[src/rtl/nvdz_mul.sv]
// Shared unsigned multiplier used by every product of the sequencer.
module nvdz_mul #(
    parameter int MW = 33
) (
    input  logic [MW-1:0]   a,
    input  logic [MW-1:0]   b,
    output logic [2*MW-1:0] p
);
    assign p = (2*MW)'(a) * (2*MW)'(b);
endmodule

[config.mk]
export PLATFORM = sky130hd
export DESIGN_NAME = nvdz_mul
export DESIGN_NICKNAME = d
export VERILOG_FILES = /design/src/rtl/nvdz_mul.sv
export SDC_FILE = /design/constraint.sdc
export NUM_CORES = 2
export LEC_CHECK = 0
export ABC_AREA = 1
export BUFFER_PORTS_ARGS = -buffer_cell sky130_fd_sc_hd__buf_4
export CAP_MARGIN = 30
export CORE_MARGIN = 3
export CORE_UTILIZATION = 35
export DETAILED_ROUTE_END_ITERATION = 10
export GPL_TIMING_DRIVEN = 0
export PLACE_DENSITY_LB_ADDON = 0.15
export SLEW_MARGIN = 20
export SYNTH_ARGS = -nofsm -noshare
export SYNTH_HDL_FRONTEND = slang
export SYNTH_SLANG_ARGS = --single-unit
[constraint.sdc]
create_clock -name vclk -period 12.7
set_input_delay 2.54 -clock vclk [all_inputs]
set_output_delay 2.54 -clock vclk [all_outputs]
set_load 0.01 [all_outputs]
Word-level counts from Yosys, hierarchy flattened. Index checks and enable logic that the tools add are counted.

Output and inout port bits: 66. Register bits after elaboration: 0. Logic and storage cells: 1.

Multipliers: 1.

Operators by type and width (count): $mul 33x33->66 (1).

Logic depth before layout (Yosys ltp).
Depth in word-level cells: 1. Depth in mapped cells: 33. Mapped depth without buffers: 31.

Worst setup path after synthesis. OpenSTA, ideal clock, no wires.

Kind: in2out. Start: input port b[0]. End: output port p[36]. Setup slack: 1.621 ns. Stages on the path: 30. Arrival: 8.539 ns. Path through: clkbuf_1 clkbuf_1 nand2_1 inv_1 fa_1 inv_1 fa_1 inv_1 fa_1 inv_1 fa_1 inv_1 fa_1 inv_1 fa_1 inv_1 fa_1 inv_1 fa_1 inv_1 ha_1 nand2_1 nor2_1 nand2_1 inv_1 nand2_1 nand2_1 nand2_1 nand2_1 xor2_1.

Cells in the longest elaborated chain, start to end: 1.

RTL lines: start, declared (RTL line 6) `input logic [MW-1:0] b,`; $mul 33x33->66 (RTL line 9) `assign p = (2*MW)'(a) * (2*MW)'(b);`; end, declared (RTL line 7) `output logic [2*MW-1:0] p`.

No other way between the ends.

Worst setup path in the final report.
Start: input port a[18]. End: output port p[31].

Cells in the longest elaborated chain, start to end: 1.

RTL lines: start, declared (RTL line 5) `input logic [MW-1:0] a,`; $mul 33x33->66 (RTL line 9).

No other way between the ends.

==> impl_metrics.yaml <==
routing:
  wl_mm: 157
  drc: 0
  ant_nets: 0
  wire_per_inst_um: 22.9
  drtIter0Drc: 3014
  firstDrtPassIters: 5
  vias_per_cell: 4.76
  vias: 32562
logic_synthesis:
  synth_top_family_by_area: "adder cells"
  synthTopCellsByCount: "inv_1, nand2_1, fa_1, ha_1, clkbuf_1"
  synth_mux_area_share_pct: 0
  synth_nets: 6621
  synthAdderAreaFrac_pct: 58.4
  synth_compound_area_share_pct: 0.844
  synth-xor-area-share_pct: 0.818
  syn_inst: 5332
  netlist_area_um2: 38500
  yosys.area.top_type: "fa_1"
  synth-simple-area-share_pct: 18.9
  synth_cell_types: 30
  synth_top_area_share_pct: 49.8
  postSynthAreaPerCell_um2: 7.22
  synth_most_common_cell: "inv_1"
  synth_area_leaders: "fa_1, inv_1, nand2_1"
  ys_warn_count: 0
  ys_seq_area_share_pct: 0
cells_and_area:
  area.sequential_um2: 0
  final_cells: 6840
  finalNetCount: 6711
  clock_buffers: 0
  drive_gt1_share_pct: 5.72
  seq_cells: 0
  areaGrowthSynthToFinish_pct: 7.27
  fin_util_pct: 37.9
  n_fill_cell: 11895
timing:
  tightest_slew_ns: 1.01
  max_freq_ghz: 0.0803
  min_period_ns: 12.46
  rsz0062_at_grt: "no"
  drv_slew: 0
  finalCritPeriodShare_pct: 98.1
  hold_viol_final: 0
  setup-violations-final: 0
  timing.slew.headroom_pct: 32.9
global_routing:
  grtUsageTotal_pct: 27.9
  antenna_found_initial: 9
  grt_max_degree: 11
  grt_pass1_vias: 33248
  grt_pass1_wl_mm: 229
  overflow: 0
critical_path:
  critPathMaxFanout: 10
  critPathTopFamily: "adder cells"
  cp.buffers_inverters: 10
  critPathSlowestCell: "fa_1"
  required_ns: 10.16
  crit_top_cell: "fa_1"
  worst_ep_arrival_time_ns: 9.92
  critPathLaunchType: "primary input"
  critPathMaxStageDelay_ns: 0.70
  crit_type: "in2out"
  end_kind: "output port"
min_path:
  hold_class: "in2out"
cts:
  post-cts-setup-buffers: 0
floorplanning:
  io_pins: 132
  rows: 121
  die_h_um: 338
  die_area_um2: 114000
  die_x_um: 338
  core_area_um2: 109000
  start_util_pct: 35.3
placement:
  dp.cells: 6831
  port_buffers: 66
  dp_hpwl_mm: 138
  place_congestion: 0.967
outcome:
  status: "complete, no violations"
run:
  maxCapViolations: 0
## layout by cell type, fill, tap and decap left out, types with 10 or more instances in the layout
cell type	instances
nand3_1	57
nor2_1	92
nand2_1	1635
fa_1	958
inv_1	1892
clkbuf_1	93
xor2_1	31
nand4_1	15
buf_6	15
clkbuf_4	10
ha_1	264
nor2_2	15
clkbuf_2	154
buf_4	66
nand2_2	10
a21oi_1	43
## worst min-delay path: stages
cell and delay (ns):
clkbuf_1 0.22, nand2_1 0.13, inv_1 0.04, buf_4 0.13
## worst paths after layout
kind                   from  endpoint  cells after the start
worst min-delay path   b[0]      p[0]                      4
worst max-delay path  a[18]     p[31]                     27
## kinds of logic (layout without fill, tap and decap cells)
family,count (synthesis),after routing
fa+ha+maj,1223,1223
xor+xnor,36,36
simple gates,1853,1853
other cells,0,6
compound gates,58,58
buf+inv,2162,2250
## cell type report
| class | instances | area, um^2 | share of cell area, % |
|---|---|---|---|
| multi-input combinational | 3170 | 30400 | 73.6 |
| tap | 1414 | 1770 | 4.28 |
| antenna | 6 | 15.0 | 0.0363 |
| timing repair buffer | 88 | 769 | 1.86 |
| buffer | 264 | 1230 | 2.98 |
| inverter | 1898 | 7120 | 17.2 |
## what timing repair did
item                       in CTS  in global routing
gates resized for setup        48                291
hold buffers                    0                  0
pin swaps                       0                  0
gates cloned                    0                  0
setup endpoints to repair      43                 44
## through the flow
step | hold WS (ns) | TNS [ns] | worst slack, ns | area (um^2)
after floorplan | 5.33 | 0 | 1.62 | 38500
after global placement | 5.60 | -16.30 | -0.634 | 40800
after detailed placement | 5.61 | -10.00 | -0.439 | 41000
after CTS | 5.61 | 0 | 0.000806 | 41100
after global routing | 5.67 | 0 | 0.000139 | 41300
final | 5.60 | 0 | 0.240 | 41300
## routing by layer
metal	wire, um	vias up	global-route usage [%]
met5	0	-	0
met1	64700	16418	38.2
met4	6960	0	8.97
met3	14600	218	5.25
li1	-	14511	-
met2	70400	1415	44.8
Power is not shown: default switching activity piles up to over one toggle a cycle in this logic, so the estimate is an artifact.
