--- config.mk ---
export PLATFORM = sky130hd
export DESIGN_NAME = nvdz_div
export DESIGN_NICKNAME = d
export VERILOG_FILES = /design/src/rtl/nvdz_pkg.sv /design/src/rtl/nvdz_div.sv
export SDC_FILE = /design/constraint.sdc
export NUM_CORES = 1
export LEC_CHECK = 0
export BUFFER_PORTS_ARGS = -buffer_cell sky130_fd_sc_hd__buf_4
export CAP_MARGIN = 20
export CORE_UTILIZATION = 40
export CTS_BUF_LIST = sky130_fd_sc_hd__clkbuf_8
export DETAILED_ROUTE_END_ITERATION = 16
export HOLD_SLACK_MARGIN = 0.08
export PLACE_DENSITY = 0.6
export SKIP_LAST_GASP = 1
export SLEW_MARGIN = 10
export SYNTH_ARGS = -nofsm -noshare
export SYNTH_HDL_FRONTEND = slang
export SYNTH_SLANG_ARGS = --single-unit
--- constraint.sdc ---
create_clock -name clk -period 9.7 [get_ports clk]
set_clock_uncertainty 0.2 [all_clocks]
set_input_delay 1.94 -clock clk [delete_from_list [all_inputs] [get_ports clk]]
set_output_delay 1.94 -clock clk [all_outputs]
set_load 0.01 [all_outputs]
--- src/rtl/nvdz_pkg.sv ---
// Shared types and constants for the nearest-vertex longitudinal dz selector.
package nvdz_pkg;

    // register map of the configuration port
    localparam int CFG_IDX_BITS = 3;
    localparam logic [CFG_IDX_BITS-1:0] REG_POINT_X = 3'd0;
    localparam logic [CFG_IDX_BITS-1:0] REG_POINT_Y = 3'd1;
    localparam logic [CFG_IDX_BITS-1:0] REG_POINT_Z = 3'd2;
    localparam logic [CFG_IDX_BITS-1:0] REG_DIR_X   = 3'd3;
    localparam logic [CFG_IDX_BITS-1:0] REG_DIR_Y   = 3'd4;
    localparam logic [CFG_IDX_BITS-1:0] REG_DIR_Z   = 3'd5;

    // selection cuts (integer part, scaled by the fraction width at use)
    localparam int NDOF_MIN  = 4;    // ndof must exceed this
    localparam int Z_MAX     = 24;   // |z| below this, cm
    localparam int R2_MAX    = 4;    // x^2 + y^2 below this, cm^2
    localparam int DZ_INIT   = 999;  // kept dz after reset, cm

    // quotient saturates at 2^CAP_SHIFT
    localparam int CAP_SHIFT = 40;

    // top-level sequencer
    typedef enum logic [2:0] {
        S_IDLE,
        S_MUL,
        S_DIV,
        S_UPD,
        S_OUT
    } state_t;

    // multiplier passes, one per cycle
    typedef enum logic [3:0] {
        MS_XX,
        MS_YY,
        MS_PXX,
        MS_PYY,
        MS_DXP,
        MS_DYP,
        MS_NUM,
        MS_PLO,
        MS_PHI
    } mstep_t;

endpackage

--- src/rtl/nvdz_div.sv ---
// Restoring divider, one quotient bit per cycle, saturating quotient.
module nvdz_div
    import nvdz_pkg::*;
#(
    parameter int PW = 99,
    parameter int RW = 64
) (
    input  logic               clk,
    input  logic               rst_n,
    input  logic               start,
    input  logic [PW-1:0]      num,
    input  logic [RW-1:0]      den,
    output logic               done,
    output logic [CAP_SHIFT:0] quot
);
    localparam int QB = CAP_SHIFT;
    localparam int CW = $clog2(QB + 1);

    logic [RW-1:0]   rem_reg, rem_next;
    logic [QB-1:0]   low_reg, low_next;
    logic [QB:0]     quot_reg, quot_next;
    logic [CW-1:0]   cnt_reg, cnt_next;
    logic            run_reg, run_next;
    logic            done_reg, done_next;

    always_comb
    begin
        logic [RW:0] trial;
        trial     = {rem_reg, low_reg[QB-1]};
        rem_next  = rem_reg;
        low_next  = low_reg;
        quot_next = quot_reg;
        cnt_next  = cnt_reg;
        run_next  = run_reg;
        done_next = 1'b0;
        if (start)
        begin
            // quotient would reach the cap: saturate at once
            if ((num >> QB) >= PW'(den))
            begin
                quot_next = (QB+1)'(1) << QB;
                done_next = 1'b1;
            end
            else
            begin
                rem_next  = RW'(num >> QB);
                low_next  = num[QB-1:0];
                quot_next = '0;
                cnt_next  = CW'(QB);
                run_next  = 1'b1;
            end
        end
        else if (run_reg)
        begin
            if (trial >= (RW+1)'(den))
            begin
                rem_next  = RW'(trial - (RW+1)'(den));
                quot_next = {quot_reg[QB-1:0], 1'b1};
            end
            else
            begin
                rem_next  = RW'(trial);
                quot_next = {quot_reg[QB-1:0], 1'b0};
            end
            low_next = {low_reg[QB-2:0], 1'b0};
            cnt_next = cnt_reg - CW'(1);
            if (cnt_reg == CW'(1))
            begin
                run_next  = 1'b0;
                done_next = 1'b1;
            end
        end
    end

    always_ff @(posedge clk or negedge rst_n)
    begin
        if (!rst_n)
        begin
            run_reg  <= 1'b0;
            done_reg <= 1'b0;
            cnt_reg  <= '0;
        end
        else
        begin
            run_reg  <= run_next;
            done_reg <= done_next;
            cnt_reg  <= cnt_next;
        end
    end

    always_ff @(posedge clk)
    begin
        rem_reg  <= rem_next;
        low_reg  <= low_next;
        quot_reg <= quot_next;
    end

    assign done = done_reg;
    assign quot = quot_reg;
endmodule

After elaboration in Yosys (flattened, before gate mapping)
Index checks and enable logic that the tools add are counted. Widths: inputs -> output; s select.

Register bits: 153. Word-level logic and storage cells: 36. Input port bits: 166. Output and inout bits: 42.

Add/subtract/negate cells: 2. Reductions and logical operators: 2. Eq/ne operators: 2. Mux-type cells: 22. Magnitude comparators: 2.

Operator list (number): $mux 64 (4); $mux 41 (3); $mux 40 (3); $ge 65x64->1 (1); $ge 59x64->1 (1); $sub 64x64->64 (1); $mux 6 (3); $mux 1 (9); $eq 6x1->1 const B (1); $sub 6x1->6 const B (1); $ne 2x2->1 const B (1); $reduce_and 2->1 (1); $reduce_bool 2->1 (1).

Logic depth before layout (Yosys ltp)
Depth in word-level cells: 4. Mapped depth: 16. Gate-level depth less buffers: 15.

Worst setup path before layout
Ideal clock, no wire load.

Kind: input -> register. From: in den[25]. To: reg low_reg[0] (enable). Cell stages on the path: 14. Setup time: 725 ps. Arrival time: 11477 ps. Path slack: -2702 ps. Data required time: 8775 ps. Path buffers: 1. Cells stage by stage: inv_1 > ha_1 > a21o_1 > a21o_1 > a21o_1 > a21o_1 > a21o_1 > a211oi_1 > o21ai_0 > a31oi_1 > o41ai_1 > and3_1 > clkbuf_1 > a21boi_0.

Word-level cells in the longest chain between the ends: 3.

RTL lines: start: declaration (RTL line nvdz_div.sv:12) `input logic [RW-1:0] den,`; $ge 59x64->1 (RTL line nvdz_div.sv:39) `if ((num >> QB) >= PW'(den))`; $ne 2x2->1 (no line); $reduce_and 2->1 (no line); end signal: assignment (RTL line nvdz_div.sv:94) `low_reg <= low_next;`; end: declaration (RTL line nvdz_div.sv:20) `logic [QB-1:0] low_reg, low_next;`.

Every way passes these cells. A chain may end at the register's enable or synchronous reset.

Worst setup path in the final report
From: in den[43]. To: reg rem_reg[19] (enable).

Word-level cells in the longest chain between the ends: 3.

RTL lines: $ge 59x64->1 (RTL line nvdz_div.sv:39); $ne 2x2->1 (no line); $reduce_and 2->1 (no line); end signal: assignment (RTL line nvdz_div.sv:93) `rem_reg <= rem_next;`; end: declaration (RTL line nvdz_div.sv:19) `logic [RW-1:0] rem_reg, rem_next;`.

Every way passes these cells.

==> impl_metrics.csv <==
group,metric,value,unit
run_status,status,"complete, no violations",
route,wire_per_inst,17.94,um
setup_path,end_kind,"flop",
logic_synthesis,synth_fp_nets,1579,
cts,cts_buffers,17,
cts,cts.sinks,153,
placement,port_buffers,207,
placement,gp_congestion,0.9208,
logic_synthesis,syn_avg_cell_area,9.523,um^2
finish,nets,1752,
floorplanning,num_rows,63,
setup_path,crit_required,9.62,ns
route,dr.first_iter.drc_count,691,
placement,placed_cell_area,14090,um^2
pwr,leakage,6.564,nW
cts,path_clk_slew,0.11,ns
floorplanning,die_x,177.0,um
run,max_cap_violations,0,
min_path,hp-class,"flop to flop",
sta,finalCriticalPeriod,6.906,ns
logic_synthesis,synthFlopType,"edfxtp_1",
logic_synthesis,async_reset_ff_frac,0.05229,
floorplanning,core_area,29870,um^2
sta,period_share,0.7120,
cts,cts_tree,"yes",
setup_path,critPathMaxFanout,64,
sta,fmax,144.8,MHz
logic_synthesis,ys_types,73,
cts,cts_hold_buf,0,
route,drc,0,
logic_synthesis,ys_seq_area_frac,0.3716,
cts,root_buffer,"clkbuf_8",
finish,final_cells,1863,
sta,tightest_slew,1.061,ns
cts,clk_latency,0.47,ns
floorplanning,die_h,177.0,um
cts,clock_path_buffers,2,
finish,antenna_cells,0,
global_route,grt_max_degree,74,
floorplanning,start_util,0.4102,
cts,cts_setup_buffers,0,
route,first_pass_iters,5,
route,wirelength,33420,um
logic_synthesis,synthCells,1287,
setup_path,crit_arrival,6.82,ns
floorplanning,ioPinCount,208,
setup_path,crit_path_start_kind,"input pin",
pwr,p_total,3.401,mW
finish,finish.utilization,0.4853,
pwr,power_density,234.6,nW/um^2
pwr,ir_worst_vdd,99.25,uV
route,via_count,10300,
global_route,grt_first_pass_wirelength,52980,um
global_route,antenna_found_initial,0,
global_route,grt_overflow,0,
route,drt-vias-per-instance,5.527,
logic_synthesis,netlist_area,12260,um^2
setup_path,crit_type,"input pin to flop",
finish,drive_gt1_frac,0.2295,
placement,dp_cells,1831,
sta,relSlewSlack,0.2883,
logic_synthesis,ys_warn_count,0,
sta,rsz0062_at_grt,"false",
logic_synthesis,synth-edff-count,145,
cts,h-tree-depth,4,
sta,finalSetupViolCount,0,
global_route,grt_pass1_vias,10100,
placement,dp_hpwl,25520,um
finish,design_area,14500,um^2
finish,synthToLayoutAreaGrowth,18.31,%
sta,setup-tns-final,0,ns
logic_synthesis,ys_ff_latch,153,
sta,final_max_slew_viol_count,0,
finish,largest_reg_flops,64,
sta,hold_viol_final,0,
route,ant_nets,0,
floorplanning,die-area,31340,um^2
cts,post_cts_resized,0,
global_route,track_usage,0.2151,
-- layer usage --
metal	routed length [um]	share of wire	GRT usage
met5	0	0	0
met2	15360	0.46	0.3407
met4	515	0.015	0.05855
met3	1571	0.047	0.03136
met1	15970	0.48	0.3036
-- cells in the final DEF (no fill, tap or decap), drive strengths merged, types with 5 or more instances in the layout --
cell type  count
a211oi        12
a21o          62
a21oi        133
a2bb2oi        9
a31o           5
a31oi         20
and2           5
and3          16
buf          214
clkbuf        17
clkinv         5
dfrtp          8
edfxtp       145
ha           125
inv           97
mux2          71
mux2i          5
nand2         97
nand2b         8
nand3         19
nand4         31
nor2          83
nor2b         47
nor3           8
nor4           9
o21a           7
o21ai         75
o21bai         6
o31ai          9
or2            5
xnor2         39
xor2          22
-- through the flow --
step / hold slack [ns] / worst slack [ns]
floorplan: 0.3248 / 0.03311
global placement: 0.3263 / 2.344
global route: 0.3702 / 2.760
detailed placement: 0.3334 / 2.319
CTS: 0.3527 / 2.823
finish: 0.3521 / 2.794
-- worst max-delay path: stages --
cell and delay [ns]:
buf_4 0.08, inv_1 0.05, ha_1 0.32, nand4_1 0.18, nor4_1 0.64, nand2_1 0.21, a211oi_1 0.92, a22oi_1 0.29
o2111a_1 0.24, o21ai_0 0.30, a31oi_1 0.16, o41ai_1 0.38, and3_1 0.53, a21boi_4 0.10, buf_4 0.42
-- final timing paths --
check	startpoint	endpoint	slack (ns)	cells after the start
min reg2reg	low_reg[9]	low_reg[10]	0.35	1
min	low_reg[9]	low_reg[10]	0.35	1
max	den[43]	rem_reg[19]	2.79	15
max reg2reg	rem_reg[9]	rem_reg[24]	4.88	12
min in group asynchronous	rst_n	cnt_reg[0]	1.07	1
max in group asynchronous	rst_n	cnt_reg[2]	8.10	1
-- synthesized netlist by cell type, drive strengths merged, types with 22 or more instances --
| library cell | count | area, um^2 |
|---|---|---|
| nor2 | 83 | 314.1 |
| nor2b | 47 | 294.0 |
| a21o | 62 | 465.5 |
| xor2 | 22 | 192.7 |
| o21ai | 75 | 375.4 |
| mux2 | 71 | 799.5 |
| clkbuf | 33 | 125.1 |
| nand2 | 97 | 364.1 |
| edfxtp | 145 | 4354 |
| buf | 27 | 162.7 |
| xnor2 | 39 | 341.6 |
| a21oi | 133 | 669.4 |
| ha | 125 | 1564 |
| inv | 89 | 334.1 |
| nand4 | 31 | 200.2 |
-- power breakdown --
part,leakage (nW),switching (mW),internal [mW],total (mW)
combinational,4.66,1.11,0.788,1.90
clock,0.201,0.316,0.198,0.514
sequential,1.71,0.0842,0.904,0.988
total,6.56,1.51,1.89,3.40
-- logic make-up after synthesis --
group / share of synthesized area
AOI/OAI and AO/OA: 0.1994
xor gates and xnor gates: 0.04359
adders and majority gates: 0.1292
buffers and inverters: 0.05074
DFF: 0.3716
muxes: 0.06932
and+or+nand+nor: 0.1361
-- cell type report --
cell class	count	area (um^2)
well taps	390	488.0
multi-input cells	985	7103
clock buffers	17	234.0
clock inverters	15	178.9
repair buffers	214	1607
fillers	2867	15380
inverters	89	334.1
flip-flops and latches	153	4554
(Power assumes the default switching activity.)
